`config.mk`:
```
export PLATFORM = sky130hd
export DESIGN_NAME = gcr_sector_framer
export DESIGN_NICKNAME = d
export VERILOG_FILES = /design/src/sv/gsf_pkg.sv /design/src/sv/gsf_nib_lane.sv /design/src/sv/gsf_gcr_lanes.sv /design/src/sv/gsf_byte_seq.sv /design/src/sv/gcr_sector_framer.sv
export SDC_FILE = /design/constraint.sdc
export NUM_CORES = 1
export LEC_CHECK = 0
export BUFFER_PORTS_ARGS = -buffer_cell sky130_fd_sc_hd__buf_2
export CORE_MARGIN = 10
export CORE_UTILIZATION = 63
export DETAILED_ROUTE_END_ITERATION = 10
export GPL_TIMING_DRIVEN = 0
export PLACE_DENSITY_LB_ADDON = 0.2
export SLEW_MARGIN = 20
export SYNTH_ARGS = -nofsm -noshare
export SYNTH_HDL_FRONTEND = slang
export SYNTH_SLANG_ARGS = --single-unit
```
`constraint.sdc`:
```
create_clock -name clock -period 6.07 [get_ports clock]
set_input_delay 0.607 -clock clock [delete_from_list [all_inputs] [get_ports clock]]
set_output_delay 0.607 -clock clock [all_outputs]
set_load 0.03 [all_outputs]
```
`src/sv/gsf_pkg.sv`:
```
`timescale 1ns / 1ps
`default_nettype none

package gsf_pkg;

   localparam int GroupBytes  = 5;
   localparam int GroupBits   = 40;
   localparam int NibLanes    = 8;
   localparam int GapWidth    = 5;
   localparam int CountWidth  = 5;
   localparam int GroupsWidth = 7;
   localparam int CsrIdxWidth = 2;

   localparam logic [7:0] SyncByte   = 8'hFF;
   localparam logic [7:0] GapByte    = 8'h55;
   localparam logic [7:0] HdrMark    = 8'h08;
   localparam logic [7:0] HdrPad     = 8'h0F;
   localparam logic [7:0] ErrByte    = 8'h00;

   localparam logic [CsrIdxWidth-1:0] RegHeaderGap = 2'd0;
   localparam logic [CsrIdxWidth-1:0] RegTailGap   = 2'd1;

   function automatic logic [4:0] nib_code(input logic [3:0] nib);
      case (nib)
         4'h0:    return 5'h0a;
         4'h1:    return 5'h0b;
         4'h2:    return 5'h12;
         4'h3:    return 5'h13;
         4'h4:    return 5'h0e;
         4'h5:    return 5'h0f;
         4'h6:    return 5'h16;
         4'h7:    return 5'h17;
         4'h8:    return 5'h09;
         4'h9:    return 5'h19;
         4'ha:    return 5'h1a;
         4'hb:    return 5'h1b;
         4'hc:    return 5'h0d;
         4'hd:    return 5'h1d;
         4'he:    return 5'h1e;
         default: return 5'h15;
      endcase
   endfunction

   typedef enum logic [1:0] {
      KIND_HDR  = 2'd0,
      KIND_DATA = 2'd1,
      KIND_ERR  = 2'd2
   } kind_type;

   typedef enum logic [8:0] {
      ST_IDLE  = 9'b000000001,
      ST_SYNC1 = 9'b000000010,
      ST_GRP1  = 9'b000000100,
      ST_GRP2  = 9'b000001000,
      ST_HGAP  = 9'b000010000,
      ST_SYNC2 = 9'b000100000,
      ST_DGRP  = 9'b001000000,
      ST_TGAP  = 9'b010000000,
      ST_ERR   = 9'b100000000
   } seq_state_type;

   typedef struct packed {
      kind_type              kind;
      logic                  last;
      logic [31:0]           word_a;
      logic [15:0]           ids;
      logic [GapWidth-1:0]   hgap;
      logic [GapWidth-1:0]   tgap;
   } job_type;

   typedef struct packed {
      logic run_last;
      logic sector_end;
      logic seq_error;
   } flags_type;

endpackage

`default_nettype wire

```
`src/sv/gsf_nib_lane.sv`:
```
`timescale 1ns / 1ps
`default_nettype none

module gsf_nib_lane (
   input  wire logic [3:0] nibble,
   output logic      [4:0] code
);
   import gsf_pkg::*;

   assign code = nib_code(nibble);

endmodule

`default_nettype wire

```
`src/sv/gsf_gcr_lanes.sv`:
```
`timescale 1ns / 1ps
`default_nettype none

module gsf_gcr_lanes (
   input  wire logic [31:0] word,
   output logic      [39:0] gcr
);
   import gsf_pkg::*;

   logic [4:0] code [NibLanes];

   for (genvar i = 0; i < NibLanes; i++) begin : g_lane
      gsf_nib_lane u_lane (
         .nibble (word[31-4*i -: 4]),
         .code   (code[i])
      );
   end

   // merge: first nibble's code in the top bits
   always_comb begin
      for (int i = 0; i < NibLanes; i++) begin
         gcr[GroupBits-1-5*i -: 5] = code[i];
      end
   end

endmodule

`default_nettype wire

```
`src/sv/gsf_byte_seq.sv`:
```
`timescale 1ns / 1ps
`default_nettype none

module gsf_byte_seq (
   input  wire logic               clock,
   input  wire logic               reset,
   input  wire logic               job_valid,
   input  wire gsf_pkg::job_type   job,
   output logic                    job_take,
   input  wire logic               rsp_tready,
   output logic                    rsp_tvalid,
   output logic [7:0]              rsp_byte,
   output gsf_pkg::flags_type      rsp_flags
);
   import gsf_pkg::*;

   seq_state_type          state_ff, state_in;
   logic [CountWidth-1:0]  cnt_ff, cnt_in;
   logic [GroupBits-1:0]   shreg_ff, shreg_in;
   logic [15:0]            ids_ff, ids_in;
   logic                   last_ff, last_in;
   logic [GapWidth-1:0]    hgap_ff, hgap_in;
   logic [GapWidth-1:0]    tgap_ff, tgap_in;
   logic                   valid_ff, valid_in;
   logic [7:0]             byte_ff, byte_in;
   flags_type              flags_ff, flags_in;

   logic                   adv;
   logic                   fin;
   logic [7:0]             cur_byte;
   flags_type              cur_flags;
   logic [31:0]            enc_word;
   logic [GroupBits-1:0]   enc_gcr;
   seq_state_type          step_state;
   logic [CountWidth-1:0]  step_cnt;
   logic [GroupBits-1:0]   step_shreg;

   assign adv      = (state_ff != ST_IDLE) && (!valid_ff || rsp_tready);
   assign job_take = job_valid && ((state_ff == ST_IDLE) || (adv && fin));
   assign enc_word = job_take ? job.word_a : {ids_ff, HdrPad, HdrPad};

   gsf_gcr_lanes u_lanes (
      .word (enc_word),
      .gcr  (enc_gcr)
   );

   always_comb begin
      step_state = state_ff;
      step_cnt   = cnt_ff - CountWidth'(1);
      step_shreg = shreg_ff;
      cur_byte   = ErrByte;
      cur_flags  = '0;
      fin        = 1'b0;
      unique case (state_ff)
         ST_IDLE: begin
            step_cnt = cnt_ff;
         end
         ST_SYNC1: begin
            cur_byte = SyncByte;
            if (cnt_ff == '0) begin
               step_state = ST_GRP1;
               step_cnt   = CountWidth'(GroupBytes - 1);
            end
         end
         ST_GRP1: begin
            cur_byte   = shreg_ff[GroupBits-1 -: 8];
            step_shreg = {shreg_ff[GroupBits-9:0], 8'h00};
            if (cnt_ff == '0) begin
               step_state = ST_GRP2;
               step_cnt   = CountWidth'(GroupBytes - 1);
               step_shreg = enc_gcr;
            end
         end
         ST_GRP2: begin
            cur_byte   = shreg_ff[GroupBits-1 -: 8];
            step_shreg = {shreg_ff[GroupBits-9:0], 8'h00};
            if (cnt_ff == '0) begin
               if (hgap_ff == '0) begin
                  step_state = ST_SYNC2;
                  step_cnt   = CountWidth'(GroupBytes - 1);
               end else begin
                  step_state = ST_HGAP;
                  step_cnt   = CountWidth'(hgap_ff - GapWidth'(1));
               end
            end
         end
         ST_HGAP: begin
            cur_byte = GapByte;
            if (cnt_ff == '0) begin
               step_state = ST_SYNC2;
               step_cnt   = CountWidth'(GroupBytes - 1);
            end
         end
         ST_SYNC2: begin
            cur_byte = SyncByte;
            if (cnt_ff == '0) begin
               fin                = 1'b1;
               cur_flags.run_last = 1'b1;
            end
         end
         ST_DGRP: begin
            cur_byte   = shreg_ff[GroupBits-1 -: 8];
            step_shreg = {shreg_ff[GroupBits-9:0], 8'h00};
            if (cnt_ff == '0) begin
               if (last_ff && (tgap_ff != '0)) begin
                  step_state = ST_TGAP;
                  step_cnt   = CountWidth'(tgap_ff - GapWidth'(1));
               end else begin
                  fin                  = 1'b1;
                  cur_flags.run_last   = 1'b1;
                  cur_flags.sector_end = last_ff;
               end
            end
         end
         ST_TGAP: begin
            cur_byte = GapByte;
            if (cnt_ff == '0) begin
               fin                  = 1'b1;
               cur_flags.run_last   = 1'b1;
               cur_flags.sector_end = 1'b1;
            end
         end
         ST_ERR: begin
            fin                 = 1'b1;
            cur_flags.run_last  = 1'b1;
            cur_flags.seq_error = 1'b1;
         end
         default: begin
            step_state = ST_IDLE;
         end
      endcase
   end

   always_comb begin
      state_in = state_ff;
      cnt_in   = cnt_ff;
      shreg_in = shreg_ff;
      ids_in   = ids_ff;
      last_in  = last_ff;
      hgap_in  = hgap_ff;
      tgap_in  = tgap_ff;
      if (adv) begin
         state_in = fin ? ST_IDLE : step_state;
         cnt_in   = step_cnt;
         shreg_in = step_shreg;
      end
      if (job_take) begin
         cnt_in   = CountWidth'(GroupBytes - 1);
         shreg_in = enc_gcr;
         ids_in   = job.ids;
         last_in  = job.last;
         hgap_in  = job.hgap;
         tgap_in  = job.tgap;
         unique case (job.kind)
            KIND_HDR:  state_in = ST_SYNC1;
            KIND_DATA: state_in = ST_DGRP;
            default:   state_in = ST_ERR;
         endcase
      end
   end

   always_comb begin
      valid_in = valid_ff;
      byte_in  = byte_ff;
      flags_in = flags_ff;
      if (adv) begin
         valid_in = 1'b1;
         byte_in  = cur_byte;
         flags_in = cur_flags;
      end else if (rsp_tready) begin
         valid_in = 1'b0;
      end
   end

   always_ff @(posedge clock) begin
      if (reset) begin
         state_ff <= ST_IDLE;
         valid_ff <= 1'b0;
      end else begin
         state_ff <= state_in;
         valid_ff <= valid_in;
      end
      cnt_ff   <= cnt_in;
      shreg_ff <= shreg_in;
      ids_ff   <= ids_in;
      last_ff  <= last_in;
      hgap_ff  <= hgap_in;
      tgap_ff  <= tgap_in;
      byte_ff  <= byte_in;
      flags_ff <= flags_in;
   end

   assign rsp_tvalid = valid_ff;
   assign rsp_byte   = byte_ff;
   assign rsp_flags  = flags_ff;

   a_err_alone: assert property (@(posedge clock) disable iff (reset)
      valid_ff && flags_ff.seq_error |-> flags_ff.run_last && (byte_ff == ErrByte)
                                        && !flags_ff.sector_end)
      else $error("error item not a lone zero byte");

   a_end_last: assert property (@(posedge clock) disable iff (reset)
      valid_ff && flags_ff.sector_end |-> flags_ff.run_last)
      else $error("sector end without run end");

   a_take_valid: assert property (@(posedge clock) disable iff (reset)
      job_take |-> job_valid)
      else $error("job taken from empty slot");

   a_idle_quiet: assert property (@(posedge clock) disable iff (reset)
      (state_ff == ST_IDLE) && !job_valid |=> !$rose(valid_ff))
      else $error("byte emitted while idle");

endmodule

`default_nettype wire

```
`src/sv/gcr_sector_framer.sv`:
```
`timescale 1ns / 1ps
`default_nettype none
// Channel  Dir  Handshake             Payload
// req_     in   req_tvalid/tready     tdata: data_word, track, sector, id1, id2; tuser: type
// rsp_     out  rsp_tvalid/tready     tdata: gcr byte; tlast: run end; tuser: flags
// csr_     in   csr_valid/csr_ready   csr_index, csr_data (gap lengths)
//
// One output byte per cycle while rsp_tready is high and an item is running. A data item
// gives 5 bytes, or 5 + tail gap for the last group; a header gives 20 + header gap; an
// out-of-sector data item gives one zero byte, and output pauses after it as the slot refills.
// The byte sequencer sets the rate; one item waits in the input slot meanwhile.
// Reset is synchronous and clears the sector state; gaps return to 9 and 6.
// A stalled rsp_tready holds the output register and the sequencer behind it.

module gcr_sector_framer #(
   parameter int DATA_GROUPS = 65
) (
   input  wire logic        clock,
   input  wire logic        reset,
   input  wire logic        req_tvalid,
   output logic             req_tready,
   // [31:0] data_word, [39:32] track_num, [47:40] sector_num,
   // [55:48] disk_id_first, [63:56] disk_id_second
   input  wire logic [63:0] req_tdata,
   // [0] req_type
   input  wire logic [0:0]  req_tuser,
   output logic             rsp_tvalid,
   input  wire logic        rsp_tready,
   // [7:0] gcr_byte
   output logic [7:0]       rsp_tdata,
   output logic             rsp_tlast,
   // [0] sector_end, [1] seq_error
   output logic [1:0]       rsp_tuser,
   input  wire logic        csr_valid,
   output logic             csr_ready,
   input  wire logic [1:0]  csr_index,
   input  wire logic [4:0]  csr_data
);
   import gsf_pkg::*;

   logic [GapWidth-1:0]    hgap_ff, hgap_in;
   logic [GapWidth-1:0]    tgap_ff, tgap_in;
   logic [GroupsWidth-1:0] groups_ff, groups_in;
   logic                   in_sector_ff, in_sector_in;
   logic                   job_valid_ff, job_valid_in;
   job_type                job_ff, job_in;

   logic                   accept;
   logic                   job_take;
   logic [7:0]             trk, sec, id1, id2;
   logic [GroupsWidth-1:0] groups_dec;
   flags_type              flags;

   assign csr_ready  = 1'b1;
   assign req_tready = !job_valid_ff;
   assign accept     = req_tvalid && req_tready;

   assign trk        = req_tdata[39:32];
   assign sec        = req_tdata[47:40];
   assign id1        = req_tdata[55:48];
   assign id2        = req_tdata[63:56];
   assign groups_dec = groups_ff - GroupsWidth'(1);

   always_comb begin
      hgap_in = hgap_ff;
      tgap_in = tgap_ff;
      if (csr_valid) begin
         unique case (csr_index)
            RegHeaderGap: hgap_in = csr_data;
            RegTailGap:   tgap_in = csr_data;
            default:      ;
         endcase
      end
   end

   // decode the item against the sector state as it is accepted
   always_comb begin
      groups_in    = groups_ff;
      in_sector_in = in_sector_ff;
      job_valid_in = job_valid_ff && !job_take;
      job_in       = job_ff;
      if (accept) begin
         job_valid_in = 1'b1;
         job_in.hgap  = hgap_ff;
         job_in.tgap  = tgap_ff;
         job_in.ids   = {id2, id1};
         job_in.last  = 1'b0;
         if (req_tuser[0] == 1'b0) begin
            job_in.kind   = KIND_HDR;
            job_in.word_a = {HdrMark, sec ^ trk ^ id2 ^ id1, sec, trk};
            groups_in     = GroupsWidth'(DATA_GROUPS);
            in_sector_in  = 1'b1;
         end else if (!in_sector_ff) begin
            job_in.kind   = KIND_ERR;
            job_in.word_a = req_tdata[31:0];
         end else begin
            job_in.kind   = KIND_DATA;
            job_in.word_a = req_tdata[31:0];
            job_in.last   = (groups_dec == '0);
            groups_in     = groups_dec;
            in_sector_in  = (groups_dec != '0);
         end
      end
   end

   always_ff @(posedge clock) begin
      if (reset) begin
         hgap_ff      <= GapWidth'(9);
         tgap_ff      <= GapWidth'(6);
         groups_ff    <= '0;
         in_sector_ff <= 1'b0;
         job_valid_ff <= 1'b0;
      end else begin
         hgap_ff      <= hgap_in;
         tgap_ff      <= tgap_in;
         groups_ff    <= groups_in;
         in_sector_ff <= in_sector_in;
         job_valid_ff <= job_valid_in;
      end
      job_ff <= job_in;
   end

   gsf_byte_seq u_seq (
      .clock      (clock),
      .reset      (reset),
      .job_valid  (job_valid_ff),
      .job        (job_ff),
      .job_take   (job_take),
      .rsp_tready (rsp_tready),
      .rsp_tvalid (rsp_tvalid),
      .rsp_byte   (rsp_tdata),
      .rsp_flags  (flags)
   );

   assign rsp_tlast = flags.run_last;
   assign rsp_tuser = {flags.seq_error, flags.sector_end};

   a_no_overwrite: assert property (@(posedge clock) disable iff (reset)
      job_valid_ff && !job_take |=> job_valid_ff && $stable(job_ff))
      else $error("pending item lost");

   a_sector_groups: assert property (@(posedge clock) disable iff (reset)
      !in_sector_ff |-> !accept || req_tuser[0] == 1'b0 || job_in.kind == KIND_ERR)
      else $error("data accepted outside a sector");

   a_last_closes: assert property (@(posedge clock) disable iff (reset)
      accept && job_in.last |=> !in_sector_ff)
      else $error("last group left sector open");

endmodule

`default_nettype wire
```
Yosys cells after proc, flatten, opt, wreduce, memory -nomap -nowiden
Memories as Yosys holds them, arrays and structs flattened.
Index checks and enable logic that the tools add are counted.

cells by class
  reduce and logical (&&, ||, !) cells = 35
  bitwise operators = 4
  equality and inequality tests = 20
  add/subtract/negate cells = 4
  multiplexer cells = 43

operators by type and width
  cell                   number
  $mux W40               3
  $mux W9                9
  $pmux W40 S2           1
  $pmux W9 S6            1
  $mux W32               1
  $mux W5                5
  $mux W24               1
  $ne A4 B2 Y1 const B   6
  $pmux W8 S3            1
  $xor A8 B8 Y8          3
  $pmux W5 S4            1
  $pmux W9 S2            1
  $sub A5 B1 Y5 const B  3
  $mux W7                2
  $reduce_and A2 Y1      6
  $logic_not A5 Y1       2
  $eq A9 B1 Y1 const B   1
  $eq A9 B2 Y1 const B   1
  $eq A9 B3 Y1 const B   1
  $eq A9 B4 Y1 const B   1
  $eq A9 B5 Y1 const B   1
  $eq A9 B6 Y1 const B   1
  $eq A9 B7 Y1 const B   1
  $eq A9 B8 Y1 const B   1
  26 further kinds       52

word-level totals
  memory bits (read-only) = 640
  input bits = 77
  output and inout bits = 14
  memories = 8
  word-level logic and storage cells = 138
  register bits = 173

memories
  name             words  bits a word  rd ports  clocked after Yosys merged registers in  wr ports  line           RTL
  (no name shown)  16     5            1         0                                        0         gsf_pkg.sv:24  case (nib)
  (no name shown)  16     5            1         0                                        0         gsf_pkg.sv:24
  (no name shown)  16     5            1         0                                        0         gsf_pkg.sv:24
  (no name shown)  16     5            1         0                                        0         gsf_pkg.sv:24
  (no name shown)  16     5            1         0                                        0         gsf_pkg.sv:24
  (no name shown)  16     5            1         0                                        0         gsf_pkg.sv:24
  +2 memories      --     --           --        --                                       --        --

Depth between registers and ports, before layout
An unclocked memory read counts as a cell.

  depth in word-level cells = 14
  depth in mapped cells = 11
  mapped depth without buffers = 9

Cells and area by module
A second synthesis with hierarchy kept.

unflattened totals
  cells, all modules = 695
  area, all modules = 8291.7 µm²

by module, submodules not included
  module                                              seq. area each (µm²)  area each (µm²)  times used  cells each
  gsf_byte_seq                                        2642.5                4560.6           1           386
  gcr_sector_framer                                   2212.1                3290.7           1           237
  gsf_nib_lane at u_seq.u_lanes.g_lane[0].u_lane ...  0.0                   56.3             6           9
  gsf_nib_lane at u_seq.u_lanes.g_lane[2].u_lane ...  0.0                   51.3             2           9

Worst setup path after synthesis
No wires, ideal clock.

  kind = reg2reg
  from = reg u_seq.cnt_ff[0]
  to = reg u_seq.shreg_ff[0] (enable)
  data required time = 5.672 ns
  library setup time = 0.398 ns
  data arrival time = 2.852 ns
  path buffers = 2
  slack = 2.820 ns
  period minus slack after synthesis = 3.250 ns
  cell stages (with the launch flop) = 10
  cells stage by stage = dfxtp_1 inv_1 ha_1 nor4b_1 a21oi_1 o22ai_1 o21ai_0 clkbuf_1 buf_1 nand2_1

on the way
  longest elaborated chain between the ends = 8
  elaborated cells between the ends (all ways) = 10
  those cells by class = 3 x mux; 7 x reduce/logical

RTL lines
  what                                                                line                                                          RTL
  start, declared                                                     gsf_byte_seq.sv:18                                            logic [CountWidth-1:0] cnt_ff, cnt_in;
  start signal, assigned                                              gsf_byte_seq.sv:183                                           cnt_ff <= cnt_in;
  $logic_not A5 Y1 *                                                  gsf_byte_seq.sv:96, gsf_byte_seq.sv:104, gsf_byte_seq.sv:117
  $mux W1, on equally long branches                                   gsf_byte_seq.sv:96, gsf_byte_seq.sv:117, gsf_byte_seq.sv:104
  $pmux W1 S3 *                                                       gsf_byte_seq.sv:54                                            unique case (state_ff)
  $logic_and A1 B1 Y1 *                                               gsf_byte_seq.sv:39                                            assign job_take = job_valid && ((state_ff == ST_IDLE) || (adv && fin));
  $logic_or A1 B1 Y1 *                                                gsf_byte_seq.sv:39
  $logic_and A1 B1 Y1 *                                               gsf_byte_seq.sv:39
  $reduce_bool A3 Y1 (no line) or $reduce_bool A2 Y1 (tied branches)  --
  $reduce_and A2 Y1 (no line) *                                       --
  end signal, assigned                                                gsf_byte_seq.sv:184                                           shreg_ff <= shreg_in;
  end, declared                                                       gsf_byte_seq.sv:19                                            logic [GroupBits-1:0] shreg_ff, shreg_in;

Mark *: on every way between the ends. The rest lies on a longest branch, timed or not.
A chain may end at the register's enable or synchronous reset.

Worst setup path in the final report
  from = reg u_seq.cnt_ff[0]
  to = reg u_seq.shreg_ff[39], data pin

on the way
  longest elaborated chain between the ends = 12
  elaborated cells between the ends (all ways) = 13
  those cells by class = 8 x mux; 4 x reduce/logical; 1 x memory

RTL lines
  what                               line                                                          RTL
  $logic_not A5 Y1 *                 --
  $mux W1, on equally long branches  gsf_byte_seq.sv:96, gsf_byte_seq.sv:117, gsf_byte_seq.sv:104
  $pmux W1 S3                        gsf_byte_seq.sv:54
  $logic_and A1 B1 Y1                gsf_byte_seq.sv:39
  $logic_or A1 B1 Y1                 gsf_byte_seq.sv:39
  $logic_and A1 B1 Y1                gsf_byte_seq.sv:39
  $mux W32                           gsf_byte_seq.sv:40                                            assign enc_word = job_take ? job.word_a : {ids_ff, HdrPad, HdrPad};
  $mem_v2 Z16 W5                     --
  $mux W40                           gsf_byte_seq.sv:68                                            if (cnt_ff == '0) begin
  $pmux W40 S2                       gsf_byte_seq.sv:54
  $mux W40                           gsf_byte_seq.sv:142                                           if (adv) begin
  $mux W40 *                         gsf_byte_seq.sv:147                                           if (job_take) begin
  net u_seq.shreg_in[39]             gsf_byte_seq.sv:19

The timed path passes the listed nets; every way through them passes the cells marked *. The select of a mux whose other input is x is not followed.

==> metrics.md <==
| Metric | Value |
|---|---|
| Result of the run | `complete, no violations` |
| Post-synthesis register bit count | `173` |
| Detailed-route via count | `5,715` |
| Synth Cell Area | `7890 µm²` |
| Clock Skew | `0.0106 ns` |
| Worst vdd ir | `331 µV` |
| CTS sink cnt | `173` |
| Least-Margin Pin Slew | `1.09 ns` |
| Register area share after synthesis | `0.616` |
| Xor/xnor cell area share of the yosys netlist | `0.0411` |
| Number of flops mapped to enable cells by yosys | `139` |
| Last weighted congestion value of the routability-driven placer | `0.917` |
| Worst hold-check path type | `input pin to register` |
| First-pass iteration count of the detailed router | `5` |
| Post-CTS Hold Buffers | `0` |
| Clock transition at the registers of the reported paths | `0.07 ns` |
| Total congestion overflow | `0` |
| Core area | `12,100 µm²` |
| Top cell type by total area after synthesis | `edfxtp_1` |
| Initial Utilization | `0.651` |
| Post-DR wirelength/cell | `19.3 µm` |
| Vias in the first global route | `5,858` |
| Placement row count | `40` |
| Startpoint of the worst register-to-register path | `u_seq.cnt_ff[0]` |
| Post-CTS Repair Setup Buffers | `0` |
| Hold path start | `req_tdata[58]` |
| Critical path capture point type | `register` |
| Worst hold slack | `0.381 ns` |
| Post-route setup TNS | `0 ns` |
| Total nets after synthesis | `768` |
| Via density per instance | `5.86` |
| Distinct cell type count after synthesis | `63` |
| YS warnings | `0` |
| Max_slew headroom | `0.264` |
| Static leakage power | `0.00349 µW` |
| Number of buffers inserted during clock tree synthesis | `17` |
| Critical path startpoint | `u_seq.cnt_ff[0]` |
| Adder and majority cell fraction of the synthesized area | `0.0111` |
| Number of max-cap violations | `0` |
| Combinational family with the most area after synthesis | `simple AND/OR/NAND/NOR gates` |
| Count of final hold-check violations | `0` |
| Leading cell types in the layout, fill and taps excluded | `139 x edfxtp_1, 91 x buf_2, 77 x nand2_1, 49 x a21oi_1, 47 x nor2_1` |
| Antenna-violating nets left | `0` |
| Critical path start-end classification | `register to register` |
| Fin. max-slew vios | `0` |
| Final net count | `877` |
| Number of buffers on the longest clock path | `2` |
| Maximum net fanout on the critical path | `36` |
| First DRT Iteration DRCs | `595` |
| Horizontal die dimension | `132 µm` |
| Synth Area in Simple Gates | `0.150` |
| DPL Wire Length | `13.6 mm` |
| Number of DRC violations after detailed routing | `0` |
| Yosys top cell area share | `0.529` |
| Share of the synthesized area in compound gates (AO/OA/AOI/OAI) | `0.114` |
| Number of setup violations in the final report | `0` |
| Data arrival time of the critical path | `3.88 ns` |
| TritonCTS clock tree | `yes` |
| Wire length after detailed routing | `18.9 mm` |
| Layout cell share with drive strength beyond 1 | `0.202` |
| Maximum frequency from static timing analysis | `0.267 GHz` |
| Overall Global Routing Usage | `0.220` |
| Antenna violations before repair | `0` |
| Post-synth top flop | `edfxtp_1` |
| Data required, critical path | `6.21 ns` |
| Layout overhead on the synthesized area | `16.1%` |
| Async SR Flop Fraction | `0` |
| Number of levels in the clock H-tree | `4` |
| P per Cell Area | `403 nW/µm²` |
| Commonest non-fill, non-tap cell in the layout | `edfxtp_1` |
| Leading post-synthesis cells by cell area | `edfxtp_1 53%, dfxtp_1 8.6%, nand2_1 3.7%, xnor2_1 3.2%, a21oi_1 3.1%` |
| Fin crit share | `0.617` |
| Clk root buf | `clkbuf_16` |
| Syn Inst Count | `684` |
| Unrepaired setup endpoints after global routing | `no` |
| Die Y | `132 µm` |
| Post-cts repair resize count | `0` |
| Multiplexer share of the synthesized area | `0.0355` |
| Number of top-level design ports | `91` |
| Minimum period implied by the final worst setup slack | `3.74 ns` |
| PortBufs | `88` |
| Maximum number of pins on one net before global-route repair | `61` |
| Critical Path Source Type | `register` |
| DIE AREA | `17,400 µm²` |
| First-pass GRT wire length | `30.6 mm` |
| Clock latency on the worst-skew pair | `0.43 ns` |
| Post-Synthesis Mean Instance Area | `11.5 µm²` |
worst max-delay path: stages, from the launching register on:
cell     delay [ns]
dfxtp_1        0.33
inv_1          0.09
ha_1           0.17
nor4b_1        0.88
a21oi_1        0.18
o22ai_1        0.26
o21ai_0        0.18
inv_1          0.19
buf_2          0.28
buf_2          0.70
a21oi_1        0.14
sequential cells by signal (all words and copies together), names as in the netlist:
| signal | cells |
|---|---|
| groups_ff | 7 |
| hgap_ff | 5 |
| in_sector_ff | 1 |
| job_ff | 61 |
| job_valid_ff | 1 |
| tgap_ff | 5 |
| u_seq.cnt_ff | 5 |
| u_seq.hgap_ff | 5 |
| u_seq.ids_ff | 16 |
| u_seq.last_ff | 1 |
| u_seq.rsp_byte | 8 |
| u_seq.rsp_flags | 3 |
| u_seq.rsp_tvalid | 1 |
| u_seq.shreg_ff | 40 |
| u_seq.state_ff | 9 |
| u_seq.tgap_ff | 5 |
metrics by stage:
stage / instance area, µm² / cells / total power (µW) / setup slack, ns / utilization
floorplan: 7890 / 684 / 2360 / 2.82 / -
global placement: 8540 / 940 / 2610 / 1.77 / 0.705
detailed placement: 8590 / 942 / 2660 / 2.41 / 0.709
CTS: 9160 / 974 / 3690 / 2.42 / 0.756
global route: 9160 / 974 / 3860 / 2.10 / 0.756
finish: 9160 / 975 / 3690 / 2.33 / 0.756
final timing paths:
kind              cells after the start                 end  slack [ns]
hold reg to reg                       0     u_seq.ids_ff[4]        0.42
setup / recovery                     10  u_seq.shreg_ff[39]        2.33
hold / removal                        1          job_ff[20]        0.38
setup reg to reg                     10  u_seq.shreg_ff[39]        2.33
report_power, final:
group          internal, µW  leakage [µW]  switching [µW]
Clock                   550      0.000284             482
Combinational           336       0.00162             583
Sequential             1600       0.00159             135
Total                  2490       0.00349            1200
kinds of logic after synthesis:
group	Yosys count
adders and majority gates	7
xor gates and xnor gates	37
buffers and inverters	61
and+or+nand+nor	235
AOI/OAI and AO/OA	144
DFF	173
muxes	26
other	1
cells in the mapped netlist, drive strengths merged, types with 11 or more instances:
| library cell | number |
|---|---|
| o21ai | 34 |
| dfxtp | 34 |
| xnor2 | 29 |
| nand2 | 78 |
| edfxtp | 139 |
| nor2 | 47 |
| clkbuf | 24 |
| a21oi | 49 |
| mux2 | 16 |
| nor2b | 11 |
| nor3 | 21 |
| inv | 29 |
| nand3 | 24 |
layout make-up:
type / count / area [µm²]
flip-flops and latches: 173 / 4850
fillers: 841 / 2950
multi-input cells: 450 / 2780
repair buffers: 90 / 488
clock buffers: 18 / 439
well taps: 168 / 210
plain buffers: 32 / 144
clock inverters: 14 / 126
inverters: 29 / 111
diodes: 1 / 2.50
per-layer routing:
| layer | GRT usage | vias up | wire [µm] |
|---|---|---|---|
| met5 | 0 | - | 0 |
| li1 | - | 2711 | - |
| met3 | 0.0537 | 34 | 1400 |
| met1 | 0.297 | 2715 | 8340 |
| met2 | 0.338 | 255 | 8750 |
| met4 | 0.0779 | 0 | 376 |
No activity file was read; power rests on OpenSTA's default activity.
